## src/rtl/irlpe_pkg.sv

```systemverilog
// ----------------------------------------------------------------------------
// irlpe_pkg
// Shared constants, codes and types of the line position estimator.
// ----------------------------------------------------------------------------
package irlpe_pkg;

    // Array size and derived widths.
    localparam int SENSOR_COUNT = 40;
    localparam int ADDR_W       = (SENSOR_COUNT > 1) ? $clog2(SENSOR_COUNT) : 1;
    localparam int CNT_W        = ADDR_W + 1;

    // Field widths of the channels.
    localparam int IDX_W        = 6;
    localparam int SAMPLE_W     = 12;
    localparam int ERR_W        = 6;
    localparam int LIT_MASK_W   = 40;

    // Depth of the queue between the front and the back.
    localparam int QUEUE_DEPTH  = 2;
    localparam int QPTR_W       = (QUEUE_DEPTH > 1) ? $clog2(QUEUE_DEPTH) : 1;

    // Reset value of the lit threshold.
    localparam logic [SAMPLE_W-1:0] THR_RESET = 12'd2048;

    // Item function codes.
    typedef enum logic {
        OP_STORE = 1'b0,
        OP_EVAL  = 1'b1
    } t_op;

    // One entry of the queue between the front and the back.
    typedef struct packed {
        t_op                 op;
        logic [ADDR_W-1:0]   addr;
        logic [SAMPLE_W-1:0] sample;
    } t_queue_item;

    // Back sequencer states.
    typedef enum logic [2:0] {
        BK_IDLE,
        BK_READ,
        BK_SEARCH,
        BK_SPAN,
        BK_DONE
    } t_back_state;

endpackage

```

## src/rtl/irlpe_if.sv

```systemverilog
// ----------------------------------------------------------------------------
// irlpe_if
// Valid/ready channel interfaces for input items and result items.
// ----------------------------------------------------------------------------
interface irlpe_in_if;
    logic                           valid;
    logic                           ready;
    logic                           func;
    logic [irlpe_pkg::IDX_W-1:0]    sensor_index;
    logic [irlpe_pkg::SAMPLE_W-1:0] sample;

    modport source (output valid, output func, output sensor_index, output sample,
                    input ready);
    modport sink   (input valid, input func, input sensor_index, input sample,
                    output ready);
endinterface

interface irlpe_out_if;
    logic                             valid;
    logic                             ready;
    logic signed [irlpe_pkg::ERR_W-1:0] line_error;
    logic                             line_found;
    logic [irlpe_pkg::LIT_MASK_W-1:0] lit_mask;

    modport source (output valid, output line_error, output line_found,
                    output lit_mask, input ready);
    modport sink   (input valid, input line_error, input line_found,
                    input lit_mask, output ready);
endinterface

```

## src/rtl/irlpe_front.sv

```systemverilog
// ----------------------------------------------------------------------------
// irlpe_front
// Accepts input beats, decodes the function, drops stores to sensors that
// do not exist and queues the remaining items for the back.
// ----------------------------------------------------------------------------
module irlpe_front (
    input  logic                   i_clk,
    input  logic                   i_rst_n,
    irlpe_in_if.sink               i_in,
    output logic                   o_q_valid,
    input  logic                   i_q_ready,
    output irlpe_pkg::t_queue_item o_q_item
);

    irlpe_pkg::t_queue_item          r_entry [irlpe_pkg::QUEUE_DEPTH];
    logic [irlpe_pkg::QPTR_W-1:0]    r_wr_ptr;
    logic [irlpe_pkg::QPTR_W-1:0]    r_rd_ptr;
    logic [irlpe_pkg::QPTR_W:0]      r_count;

    logic                            accept;
    logic                            keep;
    logic                            push;
    logic                            pop;
    irlpe_pkg::t_op                  op;
    irlpe_pkg::t_queue_item          item;

    // Decode the beat and decide whether it goes to the back.
    always_comb begin
        op          = irlpe_pkg::t_op'(i_in.func);
        keep        = (op == irlpe_pkg::OP_EVAL) ||
                      ({1'b0, i_in.sensor_index} <
                       (irlpe_pkg::IDX_W + 1)'(irlpe_pkg::SENSOR_COUNT));
        item.op     = op;
        item.addr   = i_in.sensor_index[irlpe_pkg::ADDR_W-1:0];
        item.sample = i_in.sample;
    end

    // No beat is taken while reset is held.
    assign i_in.ready = i_rst_n &&
                        (r_count != (irlpe_pkg::QPTR_W + 1)'(irlpe_pkg::QUEUE_DEPTH));
    assign accept     = i_in.valid && i_in.ready;
    assign push       = accept && keep;
    assign pop        = o_q_valid && i_q_ready;

    assign o_q_valid  = (r_count != '0);
    assign o_q_item   = r_entry[r_rd_ptr];

    // Queue storage.
    always_ff @(posedge i_clk) begin
        if (push) begin
            r_entry[r_wr_ptr] <= item;
        end
    end

    // Queue pointers and fill count.
    always_ff @(posedge i_clk) begin
        if (!i_rst_n) begin
            r_wr_ptr <= '0;
            r_rd_ptr <= '0;
            r_count  <= '0;
        end else begin
            if (push) begin
                r_wr_ptr <= (r_wr_ptr == irlpe_pkg::QPTR_W'(irlpe_pkg::QUEUE_DEPTH - 1)) ?
                            '0 : r_wr_ptr + 1'b1;
            end
            if (pop) begin
                r_rd_ptr <= (r_rd_ptr == irlpe_pkg::QPTR_W'(irlpe_pkg::QUEUE_DEPTH - 1)) ?
                            '0 : r_rd_ptr + 1'b1;
            end
            if (push && !pop) begin
                r_count <= r_count + 1'b1;
            end else if (pop && !push) begin
                r_count <= r_count - 1'b1;
            end
        end
    end

endmodule

```

## src/rtl/irlpe_back.sv

```systemverilog
// ----------------------------------------------------------------------------
// irlpe_back
// Holds the sample store and the threshold, streams the store through the
// smoothing window, searches the lit mask and drives the result register.
// ----------------------------------------------------------------------------
module irlpe_back (
    input  logic                            i_clk,
    input  logic                            i_rst_n,
    input  logic                            i_cfg_we,
    input  logic [irlpe_pkg::SAMPLE_W-1:0]  i_cfg_data,
    input  logic                            i_q_valid,
    output logic                            o_q_ready,
    input  irlpe_pkg::t_queue_item          i_q_item,
    irlpe_out_if.source                     o_out
);

    localparam int N      = irlpe_pkg::SENSOR_COUNT;
    localparam int AW     = irlpe_pkg::ADDR_W;
    localparam int CW     = irlpe_pkg::CNT_W;
    localparam int SW     = irlpe_pkg::SAMPLE_W;
    localparam int SUM_W  = SW + 2;
    localparam int EW     = (AW + 2 > irlpe_pkg::ERR_W) ? AW + 2 : irlpe_pkg::ERR_W;
    localparam logic [AW-1:0] LAST = AW'(N - 1);
    localparam logic [CW-1:0] CL   = CW'((N - 1) / 2);
    localparam logic [CW-1:0] CR   = CW'(N / 2);
    localparam logic [CW-1:0] LAST_C = CW'(N - 1);

    // Sample store, its written flags and the threshold.
    logic [SW-1:0]                  r_mem [N];
    logic [N-1:0]                   r_valid;
    logic [SW-1:0]                  r_thr;

    // Sequencer and streaming registers.
    irlpe_pkg::t_back_state         r_state, n_state;
    logic [AW-1:0]                  r_rd_addr, n_rd_addr;
    logic                           r_issuing, n_issuing;
    logic                           r_rd_pend;
    logic [AW-1:0]                  r_rd_idx;
    logic [SW-1:0]                  r_rd_data;
    logic                           r_rd_vld;
    logic [SW-1:0]                  r_win0;
    logic [SW-1:0]                  r_win1;
    logic [N-1:0]                   r_lit, n_lit;
    logic [CW-1:0]                  r_off, n_off;
    logic [AW-1:0]                  r_left, n_left;
    logic [AW-1:0]                  r_right, n_right;
    logic signed [irlpe_pkg::ERR_W-1:0] r_res_err, n_res_err;
    logic                           r_res_found, n_res_found;

    // Result register.
    logic                           r_out_valid;
    logic signed [irlpe_pkg::ERR_W-1:0] r_out_err;
    logic                           r_out_found;
    logic [irlpe_pkg::LIT_MASK_W-1:0] r_out_mask;

    logic                           mem_we;
    logic                           out_load;
    logic [SW-1:0]                  cur;
    logic [SUM_W-1:0]               sum2, sum3, thr2, thr3;
    logic                           end_lit;
    logic [CW-1:0]                  a_idx, b_idx;
    logic                           lit_a, lit_b;
    logic                           ext_l, ext_r;
    logic signed [EW-1:0]           span_sum, span_half;
    logic [irlpe_pkg::LIT_MASK_W-1:0] mask_full;

    // Window sums against the threshold: floor(s/3) > T is s >= 3T+3,
    // floor(s/2) > T is s >= 2T+2.
    always_comb begin
        cur  = r_rd_vld ? r_rd_data : '0;
        sum2 = SUM_W'(r_win0) + SUM_W'(cur);
        sum3 = sum2 + SUM_W'(r_win1);
        thr2 = SUM_W'({r_thr, 1'b0}) + SUM_W'(2);
        thr3 = SUM_W'({r_thr, 1'b0}) + SUM_W'(r_thr) + SUM_W'(3);
        end_lit = (N == 1) ? (cur > r_thr) : (sum2 >= thr2);
    end

    // Outward search probes, left side first.
    always_comb begin
        a_idx = CL - r_off;
        b_idx = CR + r_off;
        lit_a = (r_off <= CL) && r_lit[a_idx[AW-1:0]];
        lit_b = (b_idx <= LAST_C) && r_lit[b_idx[AW-1:0]];
    end

    // Span growth and the halved midpoint offset, truncated toward zero.
    always_comb begin
        ext_l     = (r_left != '0) && r_lit[r_left - 1'b1];
        ext_r     = (r_right != LAST) && r_lit[r_right + 1'b1];
        span_sum  = $signed(EW'(r_left)) + $signed(EW'(r_right)) - $signed(EW'(N - 1));
        span_half = (span_sum + $signed(EW'(span_sum[EW-1]))) >>> 1;
    end

    // Lit mask as seen on the result channel.
    for (genvar g = 0; g < irlpe_pkg::LIT_MASK_W; g++) begin : g_mask
        if (g < N) begin : g_on
            assign mask_full[g] = r_lit[g];
        end else begin : g_off
            assign mask_full[g] = 1'b0;
        end
    end

    assign o_q_ready = (r_state == irlpe_pkg::BK_IDLE);
    assign mem_we    = i_q_valid && o_q_ready && (i_q_item.op == irlpe_pkg::OP_STORE);
    assign out_load  = (r_state == irlpe_pkg::BK_DONE) && (!r_out_valid || o_out.ready);

    // Sequencer next state.
    always_comb begin
        n_state     = r_state;
        n_rd_addr   = r_rd_addr;
        n_issuing   = r_issuing;
        n_lit       = r_lit;
        n_off       = r_off;
        n_left      = r_left;
        n_right     = r_right;
        n_res_err   = r_res_err;
        n_res_found = r_res_found;
        unique case (r_state)
            irlpe_pkg::BK_IDLE: begin
                if (i_q_valid && i_q_item.op == irlpe_pkg::OP_EVAL) begin
                    n_rd_addr = '0;
                    n_issuing = 1'b1;
                    n_state   = irlpe_pkg::BK_READ;
                end
            end
            irlpe_pkg::BK_READ: begin
                if (r_issuing) begin
                    if (r_rd_addr == LAST) begin
                        n_issuing = 1'b0;
                    end else begin
                        n_rd_addr = r_rd_addr + 1'b1;
                    end
                end
                if (r_rd_pend) begin
                    // The arriving sample completes the window of its left neighbor.
                    if (r_rd_idx == AW'(1)) begin
                        n_lit[r_rd_idx - 1'b1] = (sum2 >= thr2);
                    end else if (r_rd_idx != '0) begin
                        n_lit[r_rd_idx - 1'b1] = (sum3 >= thr3);
                    end
                    if (r_rd_idx == LAST) begin
                        n_lit[LAST] = end_lit;
                        n_off       = '0;
                        n_state     = irlpe_pkg::BK_SEARCH;
                    end
                end
            end
            irlpe_pkg::BK_SEARCH: begin
                if (lit_a) begin
                    n_left  = a_idx[AW-1:0];
                    n_right = a_idx[AW-1:0];
                    n_state = irlpe_pkg::BK_SPAN;
                end else if (lit_b) begin
                    n_left  = b_idx[AW-1:0];
                    n_right = b_idx[AW-1:0];
                    n_state = irlpe_pkg::BK_SPAN;
                end else if (r_off == CR) begin
                    n_res_err   = '0;
                    n_res_found = 1'b0;
                    n_state     = irlpe_pkg::BK_DONE;
                end else begin
                    n_off = r_off + 1'b1;
                end
            end
            irlpe_pkg::BK_SPAN: begin
                if (ext_l) begin
                    n_left = r_left - 1'b1;
                end
                if (ext_r) begin
                    n_right = r_right + 1'b1;
                end
                if (!ext_l && !ext_r) begin
                    n_res_err   = span_half[irlpe_pkg::ERR_W-1:0];
                    n_res_found = 1'b1;
                    n_state     = irlpe_pkg::BK_DONE;
                end
            end
            irlpe_pkg::BK_DONE: begin
                if (out_load) begin
                    n_state = irlpe_pkg::BK_IDLE;
                end
            end
            default: begin
                n_state = irlpe_pkg::BK_IDLE;
            end
        endcase
    end

    // Sample store: one write port, one registered read port.
    always_ff @(posedge i_clk) begin
        if (mem_we) begin
            r_mem[i_q_item.addr] <= i_q_item.sample;
        end
        r_rd_data <= r_mem[r_rd_addr];
    end

    // Control registers.
    always_ff @(posedge i_clk) begin
        if (!i_rst_n) begin
            r_state     <= irlpe_pkg::BK_IDLE;
            r_issuing   <= 1'b0;
            r_rd_pend   <= 1'b0;
            r_valid     <= '0;
            r_thr       <= irlpe_pkg::THR_RESET;
            r_out_valid <= 1'b0;
        end else begin
            r_state   <= n_state;
            r_issuing <= n_issuing;
            r_rd_pend <= (r_state == irlpe_pkg::BK_READ) && r_issuing;
            if (mem_we) begin
                r_valid[i_q_item.addr] <= 1'b1;
            end
            if (i_cfg_we) begin
                r_thr <= i_cfg_data;
            end
            if (out_load) begin
                r_out_valid <= 1'b1;
            end else if (o_out.ready) begin
                r_out_valid <= 1'b0;
            end
        end
    end

    // Datapath registers.
    always_ff @(posedge i_clk) begin
        r_rd_addr   <= n_rd_addr;
        r_rd_idx    <= r_rd_addr;
        r_rd_vld    <= r_valid[r_rd_addr];
        r_lit       <= n_lit;
        r_off       <= n_off;
        r_left      <= n_left;
        r_right     <= n_right;
        r_res_err   <= n_res_err;
        r_res_found <= n_res_found;
        if (r_rd_pend) begin
            r_win1 <= r_win0;
            r_win0 <= cur;
        end
        if (out_load) begin
            r_out_err   <= r_res_err;
            r_out_found <= r_res_found;
            r_out_mask  <= mask_full;
        end
    end

    assign o_out.valid      = r_out_valid;
    assign o_out.line_error = r_out_err;
    assign o_out.line_found = r_out_found;
    assign o_out.lit_mask   = r_out_mask;

    // Read data only arrives while the store is being streamed.
    a_pend_in_read: assert property (@(posedge i_clk) disable iff (!i_rst_n)
        r_rd_pend |-> (r_state == irlpe_pkg::BK_READ))
        else $error("read data arrived outside the streaming phase");

    // Reads are only issued while streaming.
    a_issue_in_read: assert property (@(posedge i_clk) disable iff (!i_rst_n)
        r_issuing |-> (r_state == irlpe_pkg::BK_READ))
        else $error("read issued outside the streaming phase");

    // A growing span stays ordered and both of its ends are lit.
    a_span_lit: assert property (@(posedge i_clk) disable iff (!i_rst_n)
        (r_state == irlpe_pkg::BK_SPAN) |->
        ((r_left <= r_right) && r_lit[r_left] && r_lit[r_right]))
        else $error("span ends are not lit sensors");

    // A search that finds nothing has seen an empty lit mask.
    a_none_empty: assert property (@(posedge i_clk) disable iff (!i_rst_n)
        ((r_state == irlpe_pkg::BK_DONE) && !r_res_found) |-> (r_lit == '0))
        else $error("no line reported while a sensor is lit");

endmodule

```

## src/rtl/ir_line_position_estimator_unit.sv

```systemverilog
// ----------------------------------------------------------------------------
// ir_line_position_estimator_unit
// Infrared line sensor position estimator: sample store, smoothing,
// threshold, outward line search and midpoint offset.
// ----------------------------------------------------------------------------
// Stores sustain one beat per cycle through the two-entry queue while the
// back is idle. An evaluate beat streams the sample store through its
// single read port, one sensor per cycle, to build the lit mask, then runs
// the outward search and span growth, one sensor per side each cycle, and
// loads the result register; a hit found further out can only grow away
// from the center. A result that waits on the output stalls the back and,
// once the queue is full, the input. The store reads as zero after reset
// through per-sensor written flags, so no clearing pass is needed. The
// threshold port must be written only while idle; the block itself does
// not enforce it.
// ----------------------------------------------------------------------------
module ir_line_position_estimator_unit (
    input  logic                            i_clk,
    input  logic                            i_rst_n,
    input  logic                            i_cfg_we,
    input  logic [irlpe_pkg::SAMPLE_W-1:0]  i_cfg_data,
    irlpe_in_if.sink                        i_in,
    irlpe_out_if.source                     o_out
);

    logic                   q_valid;
    logic                   q_ready;
    irlpe_pkg::t_queue_item q_item;

    // Front: accept, classify and queue.
    irlpe_front u_front (
        .i_clk     (i_clk),
        .i_rst_n   (i_rst_n),
        .i_in      (i_in),
        .o_q_valid (q_valid),
        .i_q_ready (q_ready),
        .o_q_item  (q_item)
    );

    // Back: store, evaluate and deliver.
    irlpe_back u_back (
        .i_clk      (i_clk),
        .i_rst_n    (i_rst_n),
        .i_cfg_we   (i_cfg_we),
        .i_cfg_data (i_cfg_data),
        .i_q_valid  (q_valid),
        .o_q_ready  (q_ready),
        .i_q_item   (q_item),
        .o_out      (o_out)
    );

endmodule

```

## src/flat_wrapper.sv

```systemverilog
// flat-port wrapper written by rule: the top's interface ports become plain ports
module ir_line_position_estimator_unit_flat 
  (i_clk, i_rst_n, i_cfg_we, i_cfg_data, i_in_valid, i_in_func, i_in_sensor_index, i_in_sample, i_in_ready, o_out_valid, o_out_line_error, o_out_line_found, o_out_lit_mask, o_out_ready);
  irlpe_in_if i_in_i ();
  irlpe_out_if o_out_i ();
  input  logic i_clk;
  input  logic i_rst_n;
  input  logic i_cfg_we;
  input  logic [irlpe_pkg::SAMPLE_W-1:0] i_cfg_data;
  input wire logic [$bits(i_in_i.valid)-1:0] i_in_valid;
  input wire logic [$bits(i_in_i.func)-1:0] i_in_func;
  input wire logic [$bits(i_in_i.sensor_index)-1:0] i_in_sensor_index;
  input wire logic [$bits(i_in_i.sample)-1:0] i_in_sample;
  output wire logic [$bits(i_in_i.ready)-1:0] i_in_ready;
  output wire logic [$bits(o_out_i.valid)-1:0] o_out_valid;
  output wire logic [$bits(o_out_i.line_error)-1:0] o_out_line_error;
  output wire logic [$bits(o_out_i.line_found)-1:0] o_out_line_found;
  output wire logic [$bits(o_out_i.lit_mask)-1:0] o_out_lit_mask;
  input wire logic [$bits(o_out_i.ready)-1:0] o_out_ready;
  assign i_in_i.valid = i_in_valid;
  assign i_in_i.func = i_in_func;
  assign i_in_i.sensor_index = i_in_sensor_index;
  assign i_in_i.sample = i_in_sample;
  assign i_in_ready = i_in_i.ready;
  assign o_out_valid = o_out_i.valid;
  assign o_out_line_error = o_out_i.line_error;
  assign o_out_line_found = o_out_i.line_found;
  assign o_out_lit_mask = o_out_i.lit_mask;
  assign o_out_i.ready = o_out_ready;
  ir_line_position_estimator_unit u_core (.i_clk(i_clk), .i_rst_n(i_rst_n), .i_cfg_we(i_cfg_we), .i_cfg_data(i_cfg_data), .i_in(i_in_i), .o_out(o_out_i));
endmodule
```

## config.mk

```make
export PLATFORM = sky130hd
export DESIGN_NAME = ir_line_position_estimator_unit_flat
export DESIGN_NICKNAME = d
export VERILOG_FILES = /design/src/rtl/irlpe_pkg.sv /design/src/rtl/irlpe_if.sv /design/src/rtl/irlpe_front.sv /design/src/rtl/irlpe_back.sv /design/src/rtl/ir_line_position_estimator_unit.sv /design/src/flat_wrapper.sv
export SDC_FILE = /design/constraint.sdc
export NUM_CORES = 1
export LEC_CHECK = 0
export ABC_AREA = 1
export BUFFER_PORTS_ARGS = -buffer_cell sky130_fd_sc_hd__buf_2
export CORE_ASPECT_RATIO = 1.1
export CORE_MARGIN = 1.5
export CORE_UTILIZATION = 40
export CTS_CLUSTER_DIAMETER = 50
export DETAILED_ROUTE_END_ITERATION = 8
export PLACE_DENSITY_LB_ADDON = 0.3
export SYNTH_ARGS = -nofsm -noshare
export SYNTH_HDL_FRONTEND = slang
export SYNTH_SLANG_ARGS = --single-unit
```

## constraint.sdc

```tcl
create_clock -name i_clk -period 6.7 [get_ports i_clk]
set_input_delay 1.34 -clock i_clk [delete_from_list [all_inputs] [get_ports i_clk]]
set_output_delay 1.34 -clock i_clk [all_outputs]
set_load 0.02 [all_outputs]
```

==> results.json, run 1 <==
{
  "grt_pass1_wl_um": 133000,
  "period_share": 0.775,
  "die-area_um2": 86700,
  "place_inst": 4252,
  "drt_iter0_drc": 2115,
  "wl_per_cell_um": 19.8,
  "synth_most_common_cell": "edfxtp_1",
  "cp_num_buf_inv": 6,
  "crit_family": "compound AO/OA/AOI/OAI gates",
  "row_count": 111,
  "crit_slowest_cell": "dfxtp_1",
  "path_max_fanout": 29,
  "synth_common_cells": "edfxtp_1, nor2_1, o21ai_0",
  "total_power_w": 0.0159,
  "end_kind": "register",
  "io_buffers": 84,
  "drc": 0,
  "cts-resized-gates": 0,
  "power_leakage_nw": 14.1,
  "max_slew_margin": 0.328,
  "timing.rr.end": "u_core.u_back.mask_full[39]",
  "worst_pin_slew_ps": 1010,
  "fin_util": 0.460,
  "fin_crit_ps": 5190,
  "syn_avg_cell_area_um2": 10.8,
  "synth_top_family_by_area": "simple AND/OR/NAND/NOR gates",
  "clock_path_buffers": 3,
  "initial_core_util": 0.406,
  "syn_inst": 3153,
  "critPathArrivalTime_ps": 5550,
  "cts.root.buffer_cell": "clkbuf_16",
  "io_pins": 85,
  "synthXorXnorAreaFrac": 0.0154,
  "cts_setup_buffers": 0,
  "die_h_um": 309,
  "hp-class": "register to register",
  "netlist_area_um2": 34000,
  "finClkSkew_ps": 33.9,
  "path_common_cell": "inv_1",
  "r2r_cells": 25,
  "synth-edff-count": 661,
  "ys.flop_type": "edfxtp_1",
  "cts_hold_buf": 0,
  "firstDrtPassIters": 5,
  "final_cells": 4416,
  "setup_viol": 0,
  "async_flop_share": 0,
  "synth_top_cell_area_share": 0.584,
  "die_w_um": 281,
  "synth_nets": 3298,
  "synth_cell_types": 56,
  "antenna_cells": 0,
  "status": "finished clean",
  "synth_seq_area_share": 0.632,
  "synthAdderAreaFrac": 0.0410,
  "vias": 23674,
  "cts_tree": "built",
  "drive_gt1_frac": 0.112,
  "synthTopCellsByArea": "edfxtp_1, nor2_1, o21ai_0, dfxtp_1, ha_1",
  "h-tree-depth": 3,
  "grt_max_degree": 134,
  "ir_drop_mv": 0.294,
  "drt_wl_total_um": 87700,
  "overflow": 0,
  "worstHoldStart": "u_core.u_back.r_res_err[5]",
  "worst_slack_ps": 1510,
  "syn_to_final_growth_pct": 13.3,
  "place_congestion": 0.861,
  "antenna_found_initial": 3,
  "synthSimpleGateAreaFrac": 0.137,
  "r2r_slack_ps": 1510,
  "r2r_start": "u_core.u_back.r_rd_vld",
  "hold_viol": 0,
  "slowest_delay_ps": 560,
  "clkSlewWorstSetupHoldPaths_ps": 60,
  "drtAntennaViolNets": 0,
  "powerDensity_nw_per_um2": 413,
  "synth_seq_cells": 743,
  "cts.sinks": 743,
  "grt_setup_unrepaired": "false",
  "synth.area.mux_share": 0.00457,
  "pre_cts_ws_ps": 1490,
  "numCtsBuffers": 88,
  "grt_usage": 0.201,
  "drv_cap": 0,
  "critPathLaunchType": "register",
  "finalMaxSlewViolations": 0,
  "grt_pass1_vias": 22381,
  "yosys.area.top_type": "edfxtp_1",
  "viasPerCell": 5.36,
  "core_area_um2": 83700,
  "hpwl_um": 54100,
  "fmax_mhz": 193,
  "tns_ps": 0,
  "crit_required_ps": 7060,
  "worst-path-stages": 25,
  "insertion_delay_ps": 660,
  "final_nets": 3357,
  "critPathCapture": "u_core.u_back.mask_full[39]",
  "yosys_warnings": 0,
  "cp-startpoint": "u_core.u_back.r_rd_vld",
  "synth_compound_area_frac": 0.120,
  "critPathKind": "register to register"
}
==> cells by family after synthesis <==
group	Yosys count
compound gates	718
fa+ha+maj	109
buf+inv	414
xor+xnor	57
simple gates	1098
flops	743
mux	14
==> cell type report <==
cell class,count,area [µm²]
Fill cell,7647,45300
Multi-Input combinational cell,1996,10800
Clock buffer,110,2340
Clock inverter,54,652
Inverter,252,953
Timing Repair Buffer,131,811
Sequential cell,743,21500
Tap cell,1130,1410
==> placed cells by master, fill, tap and decap left out, types with 34 or more instances in the layout <==
cell         n
edfxtp_1   661
xor2_1      35
clkbuf_16   88
dfxtp_1     82
o21ai_0    361
nor3_1      45
nor2_1     503
o221ai_1    44
a21oi_1    109
o21ai_1     37
nand3_1    167
nor2_2      34
ha_1       105
inv_1      226
nand2_1    305
buf_2       84
buf_4       44
o211ai_1    35
o22ai_1     96
==> how the worst min path moves through the flow <==
stage	depth (start not counted)	end
6_report	0	u_core.u_back.o_out.line_error[5]
3_5_place_dp	0	u_core.u_back.o_out.line_error[5]
4_1_cts	0	u_core.u_back.o_out.line_error[5]
5_1_grt	0	u_core.u_back.o_out.line_error[4]
2_1_floorplan	0	u_core.u_back.r_rd_idx[2]
3_3_place_gp	0	u_core.u_back.o_out.line_error[3]
==> per-layer routing <==
layer / part of all wire / global-route usage
met4: 0.031 / 0.0718
met5: 0 / 0
met1: 0.41 / 0.258
met2: 0.49 / 0.346
met3: 0.062 / 0.0295
==> state kept, by name (all words and copies together), names as in the netlist, 3 cells and up, named ones only <==
register                        count
u_core.u_back.r_off                 7
u_core.u_back.r_valid              40
u_core.u_back.r_mem               480
u_core.u_front.r_entry             38
u_core.u_back.mask_full            40
u_core.u_back.r_rd_data            12
u_core.u_back.r_win1               12
u_core.u_back.r_right               6
u_core.u_back.r_thr                12
u_core.u_back.r_rd_addr             6
u_core.u_back.r_win0               12
u_core.u_back.r_res_err             6
u_core.u_back.r_state               3
u_core.u_back.o_out.lit_mask       40
u_core.u_back.o_out.line_error      6
u_core.u_back.r_left                6
u_core.u_back.r_rd_idx              6
==> where the power goes <==
group          internal (W)  total (W)  switching, W
logic               0.00153    0.00541       0.00389
registers           0.00551    0.00568      0.000169
clock network       0.00281    0.00479       0.00198
==> metrics by stage <==
stage	instance area [µm²]	hold WS, ps
after global placement	35500	402
after detailed placement	35500	407
after global routing	38500	425
final	38500	418
after CTS	38500	420
after floorplan	34000	346
Note: power is estimated with default switching activity, not from simulation.
==> run 2: changes to the inputs <==
==> constraint.sdc (replaced) <==
create_clock -name i_clk -period 4.86 [get_ports i_clk]
set_input_delay 0.972 -clock i_clk [delete_from_list [all_inputs] [get_ports i_clk]]
set_output_delay 0.972 -clock i_clk [all_outputs]
set_load 0.02 [all_outputs]
==> run 2 against run 1 <==
Compared with the run above: count of clock-buffer cells in the layout down 10; clock power up 38%; design area up 0.99%; final cell count up 0.68%; die area unchanged; register-to-register slack worse by 1200 ps; via count up 0.87%; critical path type unchanged.
==> results.json, run 2 (synthesized netlist as in run 1, its figures left out) <==
{
  "status": "finished clean",
  "row_count": 111,
  "n_fill_cell": 7649,
  "crit_required_ps": 5280,
  "cts.sinks": 743,
  "finClkSkew_ps": 70.5,
  "critPathLaunchType": "register",
  "hpwl_um": 55100,
  "finalMaxSlewViolations": 0,
  "power_leakage_nw": 14.3,
  "final_cells": 4446,
  "die_h_um": 309,
  "clock_path_buffers": 3,
  "powerDensity_nw_per_um2": 581,
  "antenna_found_initial": 0,
  "overflow": 0,
  "end_kind": "register",
  "largest_reg_flops": 480,
  "hp-class": "register to register",
  "clkSlewWorstSetupHoldPaths_ps": 60,
  "mostFrequentLayoutCells": "edfxtp_1, nor2_1, o21ai_0",
  "fin_crit_ps": 4590,
  "design_area_um2": 38900,
  "drc": 0,
  "die_w_um": 281,
  "worst_pin_slew_ps": 1010,
  "place_congestion": 0.861,
  "place_inst": 4282,
  "final_common_cell": "edfxtp_1",
  "critPathArrivalTime_ps": 5010,
  "fmax_mhz": 218,
  "grt_pass1_vias": 22238,
  "drt_iter0_drc": 2143,
  "wl_per_cell_um": 20.1,
  "drt_wl_total_um": 89200,
  "setup_viol": 0,
  "grt_max_degree": 189,
  "path_max_fanout": 14,
  "fin_util": 0.464,
  "drive_gt1_frac": 0.124,
  "cts.root.buffer_cell": "clkbuf_16",
  "drv_cap": 0,
  "numCtsBuffers": 85,
  "ir_drop_mv": 0.498,
  "max_slew_margin": 0.326,
  "hold_viol": 0,
  "die-area_um2": 86700,
  "period_share": 0.945,
  "final_nets": 3391,
  "multi_input_area_um2": 10900,
  "regMostFlops": "u_core.u_back.r_mem",
  "placed_area_um2": 35700,
  "grt_usage": 0.205,
  "h-tree-depth": 3,
  "antenna_cells": 0,
  "critPathKind": "register to register",
  "grt_pass1_wl_um": 135000,
  "worst_slack_ps": 269,
  "io_buffers": 84,
  "cts_tree": "built",
  "io_pins": 85,
  "cts_hold_buf": 0,
  "drtAntennaViolNets": 0,
  "firstDrtPassIters": 5,
  "core_area_um2": 83700,
  "syn_to_final_growth_pct": 14.4,
  "route.layer.met1.wl_um": 36800,
  "viasPerCell": 5.37,
  "met3_length_um": 5340,
  "pre_cts_ws_ps": -274,
  "final-seq-area_um2": 21500,
  "routed-wl-met2_um": 43500,
  "insertion_delay_ps": 670,
  "initial_core_util": 0.406,
  "vias": 23879,
  "maxUsedRoutingLayer": "met4"
}
-- run 2: cell types whose count changed in the layout (fill, tap and decap cells not counted), sizes merged --
cell	before	now
clkinv	37	39
clkbuf	110	100
buf	131	167
o311ai	4	5
bufinv	7	10
inv	255	257
clkinvlp	7	3
-- run 2: through the flow --
step	TNS [ps]	hold WS [ps]	total power [W]
final	0	418	0.0226
after global routing	-1110	424	0.0238
after CTS	0	419	0.0224
after detailed placement	-5310	405	0.0156
after global placement	-3530	401	0.0155
after floorplan	0	346	0.0131
-- run 2: repair_timing --
action / CTS / global route
pin swaps: 1 / 4
gates resized for setup: 3 / 16
gates cloned: 1 / 0
hold endpoints to repair: 0 / 0
endpoints found under the setup margin: 29 / 40
setup buffers: 1 / 5
-- run 2: path summary, 6_finish.rpt --
kind,slack [ps],startpoint,to,cells after the start
hold / removal,420,u_core.u_back.r_res_found,u_core.u_back.o_out.line_found,0
setup / recovery,270,u_core.u_back.r_rd_vld,u_core.u_back.mask_full[36],26
setup reg to reg,270,u_core.u_back.r_rd_vld,u_core.u_back.mask_full[36],26
hold reg to reg,420,u_core.u_back.r_res_found,u_core.u_back.o_out.line_found,0
-- run 2: cell type report --
cell class | count | area share
Sequential cell | 743 | 0.553
Clock buffer | 100 | 0.0569
Inverter | 252 | 0.0245
Timing Repair Buffer | 167 | 0.0288
Tap cell | 1130 | 0.0364
Clock inverter | 57 | 0.0196
Multi-Input combinational cell | 1997 | 0.281
-- run 2: worst max-delay path: stages (launching register included) --
cell,delay (ps)
dfxtp_1,330
nand2_1,50
inv_1,70
ha_1,170
inv_1,50
fa_1,400
o21ai_2,200
xor2_1,160
inv_1,70
ha_1,350
inv_1,80
nor3_2,180
a21oi_2,90
o21ai_2,180
a31oi_2,130
buf_4,150
xnor2_1,180
ha_1,290
nand2_1,100
buf_4,120
o21ai_1,120
a211oi_4,310
buf_4,210
o311ai_4,120
buf_12,170
nand3_1,60
inv_1,40
-- run 2: power breakdown --
group / total, W / switching [W] / internal [W]
clock network: 0.00663 / 0.00275 / 0.00388
logic: 0.00813 / 0.00565 / 0.00248
registers: 0.00783 / 0.000233 / 0.00760
total: 0.0226 / 0.00863 / 0.0140
-- run 2: metal layers --
| metal | global-route usage | up-vias |
|---|---|---|
| li1 | - | 11371 |
| met3 | 0.0295 | 179 |
| met4 | 0.0812 | 0 |
| met2 | 0.344 | 842 |
| met5 | 0 | - |
| met1 | 0.267 | 11487 |
